### src/hdl/i2cram_pkg.sv
// Types and constants of the I2C register access master.
package i2cram_pkg;

  // Sequencer stages, one-hot.
  typedef enum logic [10:0] {
    STAGE_IDLE   = 11'b000_0000_0001,
    STAGE_START  = 11'b000_0000_0010,
    STAGE_DEVW   = 11'b000_0000_0100,
    STAGE_REG    = 11'b000_0000_1000,
    STAGE_DATA   = 11'b000_0001_0000,
    STAGE_RSTART = 11'b000_0010_0000,
    STAGE_DEVR   = 11'b000_0100_0000,
    STAGE_RECV   = 11'b000_1000_0000,
    STAGE_NACK   = 11'b001_0000_0000,
    STAGE_STOP   = 11'b010_0000_0000,
    STAGE_SETTLE = 11'b100_0000_0000
  } stage_t;

  // Configuration register indexes.
  localparam logic CFG_QUARTER_BIT_TICKS  = 1'b0;
  localparam logic CFG_WRITE_SETTLE_TICKS = 1'b1;

  // Operation codes.
  localparam logic OP_WRITE = 1'b0;
  localparam logic OP_READ  = 1'b1;

  // Reset values of the configuration registers.
  localparam logic [15:0] QUARTER_BIT_TICKS_RESET  = 16'd125;
  localparam logic [19:0] WRITE_SETTLE_TICKS_RESET = 20'd0;

  // Bit counter value of the acknowledge slot.
  localparam logic [3:0] ACK_SLOT = 4'd8;
  // Last data bit before the acknowledge slot.
  localparam logic [3:0] LAST_DATA_BIT = 4'd7;

endpackage

### src/hdl/i2c_register_access_master.sv
// I2C master that runs one register write or one register read per request.
//
//  channel | direction | handshake            | words
//  --------+-----------+----------------------+---------------------------------------
//  in      | input     | in_valid / in_ready  | request, operation, addresses, data, sda_in
//  out     | output    | out_valid / out_ready| scl_level, sda_release, busy_res, ...
//  cfg     | input     | cfg_write            | cfg_index, cfg_data
//
// Each input word is one tick of bus timing; its result word appears in the cycle after it
// is accepted, and a new word is taken every cycle while the output register is free
// or being read. The sequencer state and the output register form one stage.
// A stalled output register holds its word and blocks input; nothing else stalls.
// Reset (rst, synchronous) returns the sequencer to idle, so the first result word shows
// SCL and SDA released, and restores quarter_bit_ticks to 125 and write_settle_ticks to 0.
module i2c_register_access_master (
  input  logic        clk,
  input  logic        rst,
  // Input channel
  input  logic        in_valid,
  output logic        in_ready,
  input  logic        request,
  input  logic        operation,
  input  logic [6:0]  device_address,
  input  logic [7:0]  register_address,
  input  logic [7:0]  write_data,
  input  logic        sda_in,
  // Output channel
  output logic        out_valid,
  input  logic        out_ready,
  output logic        scl_level,
  output logic        sda_release,
  output logic        busy_res,
  output logic        done_res,
  output logic [7:0]  read_data,
  output logic        no_ack,
  // Configuration port
  input  logic        cfg_write,
  input  logic        cfg_index,
  input  logic [19:0] cfg_data
);

  // Configuration registers.
  logic [15:0] quarter_bit_ticks;
  logic [19:0] write_settle_ticks;

  // Sequencer state.
  i2cram_pkg::stage_t stage, stage_next;
  logic [1:0]  phase, phase_next;
  logic [19:0] tick_count, tick_count_next;
  logic [3:0]  bit_index, bit_index_next;
  logic [7:0]  shift_byte, shift_byte_next;
  logic [7:0]  received_byte, received_byte_next;
  logic        ack_missing, ack_missing_next;
  logic        req_op, req_op_next;
  logic [6:0]  req_dev, req_dev_next;
  logic [7:0]  req_reg, req_reg_next;
  logic [7:0]  req_data, req_data_next;

  // Per-tick working signals.
  logic        accept;
  logic        done_next;
  logic        scl_next;
  logic        sda_next;
  logic [15:0] qlen;
  logic [20:0] tick_inc;
  logic        quarter_last;
  logic        settle_last;
  logic        is_send;
  logic        is_send_next;

  assign in_ready = !rst && (!out_valid || out_ready);
  assign accept   = in_valid && in_ready;

  // Configuration writes.
  always_ff @(posedge clk) begin
    if (rst) begin
      quarter_bit_ticks  <= i2cram_pkg::QUARTER_BIT_TICKS_RESET;
      write_settle_ticks <= i2cram_pkg::WRITE_SETTLE_TICKS_RESET;
    end else if (cfg_write) begin
      if (cfg_index == i2cram_pkg::CFG_QUARTER_BIT_TICKS) begin
        quarter_bit_ticks <= cfg_data[15:0];
      end else begin
        write_settle_ticks <= cfg_data;
      end
    end
  end

  // Timing compares shared by the bit slots and the settle wait.
  always_comb begin
    qlen         = (quarter_bit_ticks == 16'd0) ? 16'd1 : quarter_bit_ticks;
    tick_inc     = {1'b0, tick_count} + 21'd1;
    quarter_last = tick_inc >= {5'd0, qlen};
    settle_last  = tick_inc >= {1'b0, write_settle_ticks};
    is_send      = (stage == i2cram_pkg::STAGE_DEVW) || (stage == i2cram_pkg::STAGE_REG) ||
                   (stage == i2cram_pkg::STAGE_DATA) || (stage == i2cram_pkg::STAGE_DEVR);
  end

  // Next state of the sequencer for one tick.
  always_comb begin
    stage_next         = stage;
    phase_next         = phase;
    tick_count_next    = tick_count;
    bit_index_next     = bit_index;
    shift_byte_next    = shift_byte;
    received_byte_next = received_byte;
    ack_missing_next   = ack_missing;
    req_op_next        = req_op;
    req_dev_next       = req_dev;
    req_reg_next       = req_reg;
    req_data_next      = req_data;
    done_next          = 1'b0;

    unique case (stage)
      i2cram_pkg::STAGE_IDLE: begin
        if (request) begin
          req_op_next      = operation;
          req_dev_next     = device_address;
          req_reg_next     = register_address;
          req_data_next    = write_data;
          ack_missing_next = 1'b0;
          stage_next       = i2cram_pkg::STAGE_START;
          shift_byte_next  = 8'd0;
          bit_index_next   = 4'd0;
          phase_next       = 2'd0;
          tick_count_next  = 20'd0;
        end
      end

      i2cram_pkg::STAGE_SETTLE: begin
        if (settle_last) begin
          stage_next      = i2cram_pkg::STAGE_IDLE;
          shift_byte_next = 8'd0;
          bit_index_next  = 4'd0;
          phase_next      = 2'd0;
          tick_count_next = 20'd0;
          done_next       = 1'b1;
        end else begin
          tick_count_next = tick_inc[19:0];
        end
      end

      i2cram_pkg::STAGE_START, i2cram_pkg::STAGE_DEVW, i2cram_pkg::STAGE_REG,
      i2cram_pkg::STAGE_DATA, i2cram_pkg::STAGE_RSTART, i2cram_pkg::STAGE_DEVR,
      i2cram_pkg::STAGE_RECV, i2cram_pkg::STAGE_NACK, i2cram_pkg::STAGE_STOP: begin
        // Sample SDA on the last tick of the second quarter.
        if (quarter_last && phase == 2'd1) begin
          if (is_send && bit_index == i2cram_pkg::ACK_SLOT && sda_in) begin
            ack_missing_next = 1'b1;
          end
          if (stage == i2cram_pkg::STAGE_RECV && bit_index < i2cram_pkg::ACK_SLOT) begin
            shift_byte_next = {shift_byte[6:0], sda_in};
          end
        end

        if (!quarter_last) begin
          tick_count_next = tick_inc[19:0];
        end else if (phase != 2'd3) begin
          tick_count_next = 20'd0;
          phase_next      = 2'(phase + 2'd1);
        end else begin
          // End of a bit slot.
          tick_count_next = 20'd0;
          phase_next      = 2'd0;
          if (is_send && bit_index < i2cram_pkg::ACK_SLOT) begin
            shift_byte_next = {shift_byte[6:0], 1'b0};
            bit_index_next  = 4'(bit_index + 4'd1);
          end else if (stage == i2cram_pkg::STAGE_RECV &&
                       bit_index < i2cram_pkg::ACK_SLOT) begin
            bit_index_next = 4'(bit_index + 4'd1);
            if (bit_index == i2cram_pkg::LAST_DATA_BIT) begin
              received_byte_next = shift_byte;
              stage_next         = i2cram_pkg::STAGE_NACK;
              shift_byte_next    = 8'd0;
              bit_index_next     = 4'd0;
            end
          end else begin
            bit_index_next  = 4'd0;
            shift_byte_next = 8'd0;
            unique case (stage)
              i2cram_pkg::STAGE_START: begin
                stage_next      = i2cram_pkg::STAGE_DEVW;
                shift_byte_next = {req_dev, 1'b0};
              end
              i2cram_pkg::STAGE_DEVW: begin
                stage_next      = i2cram_pkg::STAGE_REG;
                shift_byte_next = req_reg;
              end
              i2cram_pkg::STAGE_REG: begin
                if (req_op == i2cram_pkg::OP_WRITE) begin
                  stage_next      = i2cram_pkg::STAGE_DATA;
                  shift_byte_next = req_data;
                end else begin
                  stage_next = i2cram_pkg::STAGE_RSTART;
                end
              end
              i2cram_pkg::STAGE_DATA: stage_next = i2cram_pkg::STAGE_STOP;
              i2cram_pkg::STAGE_RSTART: begin
                stage_next      = i2cram_pkg::STAGE_DEVR;
                shift_byte_next = {req_dev, 1'b1};
              end
              i2cram_pkg::STAGE_DEVR: stage_next = i2cram_pkg::STAGE_RECV;
              i2cram_pkg::STAGE_NACK: stage_next = i2cram_pkg::STAGE_STOP;
              i2cram_pkg::STAGE_STOP: begin
                if (req_op == i2cram_pkg::OP_WRITE && write_settle_ticks != 20'd0) begin
                  stage_next = i2cram_pkg::STAGE_SETTLE;
                end else begin
                  stage_next = i2cram_pkg::STAGE_IDLE;
                  done_next  = 1'b1;
                end
              end
              default: stage_next = i2cram_pkg::STAGE_IDLE;
            endcase
          end
        end
      end

      default: begin
        stage_next      = i2cram_pkg::STAGE_IDLE;
        shift_byte_next = 8'd0;
        bit_index_next  = 4'd0;
        phase_next      = 2'd0;
        tick_count_next = 20'd0;
      end
    endcase
  end

  // Bus drive for the state after this tick.
  always_comb begin
    is_send_next = (stage_next == i2cram_pkg::STAGE_DEVW) ||
                   (stage_next == i2cram_pkg::STAGE_REG) ||
                   (stage_next == i2cram_pkg::STAGE_DATA) ||
                   (stage_next == i2cram_pkg::STAGE_DEVR);
    scl_next = 1'b1;
    sda_next = 1'b1;
    if (stage_next == i2cram_pkg::STAGE_START) begin
      scl_next = (phase_next != 2'd3);
      sda_next = (phase_next < 2'd2);
    end else if (stage_next == i2cram_pkg::STAGE_RSTART) begin
      scl_next = (phase_next == 2'd1) || (phase_next == 2'd2);
      sda_next = (phase_next < 2'd2);
    end else if (stage_next == i2cram_pkg::STAGE_STOP) begin
      scl_next = (phase_next != 2'd0);
      sda_next = (phase_next >= 2'd2);
    end else if (is_send_next) begin
      scl_next = (phase_next == 2'd1) || (phase_next == 2'd2);
      sda_next = (bit_index_next < i2cram_pkg::ACK_SLOT) ? shift_byte_next[7] : 1'b1;
    end else if (stage_next == i2cram_pkg::STAGE_RECV ||
                 stage_next == i2cram_pkg::STAGE_NACK) begin
      scl_next = (phase_next == 2'd1) || (phase_next == 2'd2);
    end
  end

  // Sequencer registers advance once per accepted word.
  always_ff @(posedge clk) begin
    if (rst) begin
      stage         <= i2cram_pkg::STAGE_IDLE;
      phase         <= 2'd0;
      tick_count    <= 20'd0;
      bit_index     <= 4'd0;
      shift_byte    <= 8'd0;
      received_byte <= 8'd0;
      ack_missing   <= 1'b0;
      req_op        <= 1'b0;
      req_dev       <= 7'd0;
      req_reg       <= 8'd0;
      req_data      <= 8'd0;
    end else if (accept) begin
      stage         <= stage_next;
      phase         <= phase_next;
      tick_count    <= tick_count_next;
      bit_index     <= bit_index_next;
      shift_byte    <= shift_byte_next;
      received_byte <= received_byte_next;
      ack_missing   <= ack_missing_next;
      req_op        <= req_op_next;
      req_dev       <= req_dev_next;
      req_reg       <= req_reg_next;
      req_data      <= req_data_next;
    end
  end

  // Output register.
  always_ff @(posedge clk) begin
    if (rst) begin
      out_valid <= 1'b0;
    end else if (accept) begin
      out_valid <= 1'b1;
    end else if (out_ready) begin
      out_valid <= 1'b0;
    end
  end

  always_ff @(posedge clk) begin
    if (accept) begin
      scl_level   <= scl_next;
      sda_release <= sda_next;
      busy_res    <= (stage_next != i2cram_pkg::STAGE_IDLE);
      done_res    <= done_next;
      read_data   <= received_byte_next;
      no_ack      <= ack_missing_next;
    end
  end

endmodule

### config.mk
export PLATFORM = sky130hd
export DESIGN_NAME = i2c_register_access_master
export DESIGN_NICKNAME = d
export VERILOG_FILES = /design/src/hdl/i2cram_pkg.sv /design/src/hdl/i2c_register_access_master.sv
export SDC_FILE = /design/constraint.sdc
export NUM_CORES = 1
export LEC_CHECK = 0
export ABC_CLOCK_PERIOD_IN_PS = 7100
export BUFFER_PORTS_ARGS = -buffer_cell sky130_fd_sc_hd__buf_2
export CORE_ASPECT_RATIO = 0.9
export CORE_UTILIZATION = 65
export DETAILED_ROUTE_END_ITERATION = 12
export PLACE_DENSITY_LB_ADDON = 0.12
export SYNTH_ARGS = -nofsm -noshare
export SYNTH_HDL_FRONTEND = slang
export SYNTH_SLANG_ARGS = --single-unit
### constraint.sdc
create_clock -name clk -period 7.1 [get_ports clk]
set_input_delay 1.775 -clock clk [delete_from_list [all_inputs] [get_ports clk]]
set_output_delay 1.775 -clock clk [all_outputs]
set_load 0.005 [all_outputs]
* Yosys cells after proc, flatten, opt, wreduce, memory -nomap -nowiden *
Index checks and enable logic that the tools add are counted.

word-level totals
  register bits after elaboration = 128
  input port bits = 52
  output and inout port bits = 15
  word-level logic and storage cells = 163

cells by class
  add/subtract/negate cells = 3
  order comparisons = 6
  eq/ne operators = 30
  multiplexer cells = 71
  bitwise gates (word level) = 2
  reduce and logical (&&, ||, !) cells = 30

operator list
  cell                   number
  $mux 8                 16
  $mux 11                8
  $pmux 11 s7            1
  $mux 20                3
  $pmux 20 s3            1
  $pmux 11 s3            1
  $pmux 8 s4             1
  $mux 4                 7
  $pmux 8 s3             1
  $eq 11x10->1 const B   2
  $eq 11x2->1 const B    2
  $eq 11x3->1 const B    2
  $eq 11x4->1 const B    2
  $eq 11x5->1 const B    2
  $eq 11x6->1 const B    2
  $eq 11x7->1 const B    2
  $eq 11x8->1 const B    2
  $eq 11x9->1 const B    2
  $mux 1                 22
  $add 20x1->21 const B  1
  $ge 21x16->1           1
  $ge 21x20->1           1
  $reduce_bool 20->1     1
  $logic_not 16->1       1
  other kinds (28)       58

* Logic depth before layout (Yosys ltp) *
  word-level depth = 17
  depth in mapped cells = 19
  depth with buffers taken out = 17

* Least setup slack after synthesis *
Ideal clock, no wire load.

  path type = reg-to-reg
  start point = register tick_count[0]
  end point = register scl_level, data pin
  arrival = 3881 ps
  setup slack = 2956 ps
  stages on the path, launching flop included = 19
  clock period less this slack = 4144 ps
  cells stage by stage = dfxtp_1 > ha_1 > nand2_1 > nor4_1 > nand2_1 > xnor2_1 > ha_1 > nand3_1 > nor2_1 > a221oi_1 > o2111ai_4 > or3_1 > buf_2 > nand2_1 > nor3_1 > nor2_1 > ha_1 > a31oi_1 > a221oi_2

between the ends
  longest elaborated chain between the ends = 12

ends and longest elaborated chain
  what                                                 line                                                                  source
  start, declared                                      i2c_register_access_master.sv:49                                      logic [19:0] tick_count, tick_count_next;
  start signal, assigned                               i2c_register_access_master.sv:270                                     tick_count <= tick_count_next;
  $add 20x1->21 *                                      i2c_register_access_master.sv:91                                      tick_inc = {1'b0, tick_count} + 21'd1;
  $ge 21x16->1 / $ge 21x20->1 (equally long branches)  i2c_register_access_master.sv:92, i2c_register_access_master.sv:93
  $mux 11, on equally long branches                    i2c_register_access_master.sv:155, i2c_register_access_master.sv:130
  $pmux 11 s3                                          i2c_register_access_master.sv:113                                     unique case (stage)
  $eq 11x3->1 / $eq 11x4->1 (equally long branches)    i2c_register_access_master.sv:229, i2c_register_access_master.sv:230
  $logic_or 1x1->1                                     i2c_register_access_master.sv:229                                     is_send_next = (stage_next == i2cram_pkg::STAGE_DEVW) ||
  $logic_or 1x1->1                                     i2c_register_access_master.sv:230                                     (stage_next == i2cram_pkg::STAGE_REG) ||
  $logic_or 1x1->1                                     i2c_register_access_master.sv:231                                     (stage_next == i2cram_pkg::STAGE_DATA) ||
  $mux 1                                               i2c_register_access_master.sv:244                                     end else if (is_send_next) begin
  $mux 1                                               i2c_register_access_master.sv:241                                     end else if (stage_next == i2cram_pkg::STAGE_STOP) begin
  $mux 1                                               i2c_register_access_master.sv:238                                     end else if (stage_next == i2cram_pkg::STAGE_RSTART) begin
  $mux 1 *                                             i2c_register_access_master.sv:235                                     if (stage_next == i2cram_pkg::STAGE_START) begin
  named net scl_next                                   i2c_register_access_master.sv:62                                      logic scl_next;
  end signal, assigned                                 i2c_register_access_master.sv:295                                     scl_level <= scl_next;
  end, declared                                        i2c_register_access_master.sv:30                                      output logic scl_level,

Mark *: on every way through the listed nets, which the timed path passes. The rest lies on a longest branch.
A chain may end at the register's enable or synchronous reset.

* Worst setup path in the final report *
Ends and elaborated chain as after synthesis.

==> impl_metrics.toml <==
[cts]
root_buffer = "clkbuf_16"
cts.repair.resized = 0
worst_setup_hold_path_clk_slew_ps = 60
tritoncts_clock_tree = "built"
cts.hold.buffers_added = 0
clk_latency_ps = 430
tritoncts.num_buffers = 17
clock_sink_count = 128
post_cts_buffers = 0
clock_tree.htree_level_count = 4
maximum_count_of_clock_buffers_along_a_single_path = 2

[placed_design]
gp_congestion = 0.954
place_hpwl_um = 14200
io_buffer_count = 66

[yosys]
synth_edf_count = 13
yosys_register_bits = 128
cell_count_after_synthesis = 898
post_synth_num_cell_types = 82
seq_area_frac_synth = 0.369
synth.yosys.warnings = 0
ys_async_sr_fraction = 0
main_synth_ff_type = "dfxtp_1"
mappedNetlistArea_sq_um = 7300
mean_instance_size_in_the_synthesized_netlist_sq_um = 8.13
synth.net_count = 993

[pwr]
p_total_mw = 1.79
p_int_mw = 1.36
p_per_area_nw_per_um2 = 216
combPwrFrac = 0.074
sequentialPowerShare = 0.427
leakagePower_nw = 3.21
share_clk_of_total_power = 0.499
power.share.switching = 0.239
vdd_ir_drop_max_v = 0.000184
net_switching_power_uw = 428

[route]
route.vias.total = 6810
antenna_left = 0
vias_per_cell = 6.15
drt_pass1_iterations = 5
drc_errors = 0
avgRoutedWirePerCell_um = 17.6
overall_routed_net_length_um = 19500
drt_first_iter_violations = 904

[timing]
drv_slew = 0
final.min_clock_period_ps = 4950
grt_setup_unrepaired = "false"
setup_viol = 0
timing_hold_violations_final = 0
worst_slew_pin_slew_ps = 1170
fin_worst_skew_ps = 8.35
maxSlewHeadroom = 0.218
finalCritPeriodShare = 0.698
timing_limited_maximum_frequency_ghz = 0.202
tns_ps = 0

[grt]
grt_overflow_total = 0
global_route_wire_length_before_repair_um = 31600
grt_antenna_before_repair = 0
globalRouteTotalUtil = 0.353
vias_in_the_first_global_route = 6268
grt_max_degree = 87

[final_layout]
area_delta_synth_final_pct = 13.3
largest_registers = "tick_count x20, write_settle_ticks x20, quarter_bit_ticks x16"
antenna-diode-count = 0
finalNetCount = 1038
drive_above_1_share = 0.158
filler_cell_count = 846

[worst_hold_path]
worst_hold_start = "req_reg[1]"
whs_endpoint = "req_reg[1]"
worstHoldPathType = "register to register"
worst_hold_path.num_cells = 2

[setup_path]
data_arrival_critical_path_ps = 5120
end_kind = "register"
critical_path.reg2reg.endpoint = "scl_level"
timing_worst_setup_path_type = "register to register"
startpoint_type = "register"
crit_required_ps = 7270
critical_path.reg2reg.startpoint = "tick_count[0]"
r2r.worst_path.cells = 17
worst-r2r-setup-slack_ps = 2150
timing.critical_path.fanout_max = 8

[die]
fp.dieArea_sq_um = 11700
start_util = 0.670
floorplan.die.width_um = 114
core_sq_um = 10900
die_height_um = 103
row_count = 36
number_of_top_level_pins = 67

[outcome]
status = "finished clean"

[job]
max_cap_viol_count = 0
-- cells in the mapped netlist, drive strengths merged (3+ instances only) --
cell type | instances | area, sq um
ha | 43 | 538
a22oi | 22 | 165
nand4 | 17 | 113
and2 | 3 | 18.8
nand3b | 15 | 116
o21a | 3 | 22.5
o2111ai | 3 | 43.8
nand3 | 26 | 140
and4 | 3 | 26.3
o21ai | 45 | 255
and3 | 5 | 31.3
a21oi | 92 | 464
a211oi | 4 | 35.0
xor2 | 9 | 78.8
edfxtp | 13 | 390
or4 | 5 | 48.8
dfxtp | 115 | 2300
mux2 | 8 | 120
nor3 | 20 | 131
buf | 11 | 62.6
inv | 51 | 191
nor2b | 9 | 56.3
a31oi | 6 | 58.8
o31ai | 8 | 78.8
or2 | 5 | 31.3
nor3b | 3 | 22.5
nand2 | 177 | 674
or3 | 5 | 36.3
a21o | 5 | 37.5
nand2b | 5 | 31.3
nor4 | 21 | 174
nor2 | 59 | 224
a22o | 7 | 61.3
xnor2 | 13 | 114
clkbuf | 32 | 124
o2bb2ai | 6 | 52.6
-- final cells by class --
cell class | count | area (sq um) | share of cell area
Multi-Input combinational cell | 676 | 4230 | 0.511
Tap cell | 152 | 190 | 0.0230
Timing Repair Buffer | 69 | 353 | 0.0426
Sequential cell | 128 | 2690 | 0.325
Inverter | 51 | 191 | 0.0231
Clock inverter | 10 | 124 | 0.0150
Clock buffer | 21 | 493 | 0.0596
-- cells in the final DEF, fill, tap and decap left out, types with 15 or more instances in the layout --
cell	count
nand2_1	173
dfxtp_1	115
a21oi_1	91
buf_2	66
nor2_1	58
inv_1	50
ha_1	43
o21ai_0	34
nand3_1	24
a22oi_1	22
clkbuf_16	19
nor4_1	17
nand4_1	16
nor3_1	15
-- per-layer routing --
layer | global-route usage | up-vias | wire length, um
met5 | 0 | - | 0
met4 | 0.111 | 0 | 306
met3 | 0.0888 | 42 | 1900
met2 | 0.514 | 348 | 8340
met1 | 0.512 | 3139 | 8990
li1 | - | 3281 | -
-- worst max-delay path, stage by stage (launching register included) --
cell and delay [ps]:
dfxtp_1 480, ha_1 340, nand2_1 130, nor4_1 500
nand2_1 150, xnor2_1 320, ha_1 310, nand3_1 200
nor2_1 70, a221oi_1 420, o2111ai_4 240, or3_1 560
nand2_1 210, nor3_1 70, nor2_1 190, ha_1 260
a31oi_1 190, a221oi_2 60
-- per-stage QoR --
step           hold slack, ps  setup WS, ps  std cells  utilization  cell area [sq um]
2_1_floorplan             427          2960        898            -               7300
3_3_place_gp              439          2560       1076        0.703               7660
3_5_place_dp              447          2340       1076        0.703               7660
4_1_cts                   455          2200       1107        0.759               8280
5_1_grt                   473          1920       1107        0.759               8280
6_report                  452          2150       1107        0.759               8280
-- power by group through the flow --
stage | sequential [mW] | clock [mW] | combinational, mW
floorplan | 0.774 | 0 | 0.0884
global placement | 0.779 | 0 | 0.127
detailed placement | 0.780 | 0 | 0.129
CTS | 0.764 | 0.897 | 0.131
global route | 0.767 | 0.930 | 0.147
finish | 0.765 | 0.894 | 0.133
-- worst max path at each step --
stage / slack (ps) / cells past startpoint / from / end
2_1_floorplan: 2960 / 18 / tick_count[0] / scl_level
3_3_place_gp: 2560 / 17 / tick_count[0] / scl_level
3_5_place_dp: 2340 / 17 / tick_count[0] / scl_level
4_1_cts: 2200 / 17 / tick_count[0] / scl_level
5_1_grt: 1920 / 17 / tick_count[0] / scl_level
6_report: 2150 / 17 / tick_count[0] / scl_level
-- cell families (layout without fill, tap and decap cells) --
| group | after synthesis | after routing | synth area share |
|---|---|---|---|
| xor+xnor | 22 | 22 | 0.0264 |
| fa+ha+maj | 43 | 43 | 0.0737 |
| compound gates | 218 | 218 | 0.198 |
| flops | 128 | 128 | 0.369 |
| simple gates | 383 | 383 | 0.263 |
| buf+inv | 94 | 151 | 0.0517 |
| mux | 10 | 10 | 0.0192 |
(Power assumes the default switching activity.)
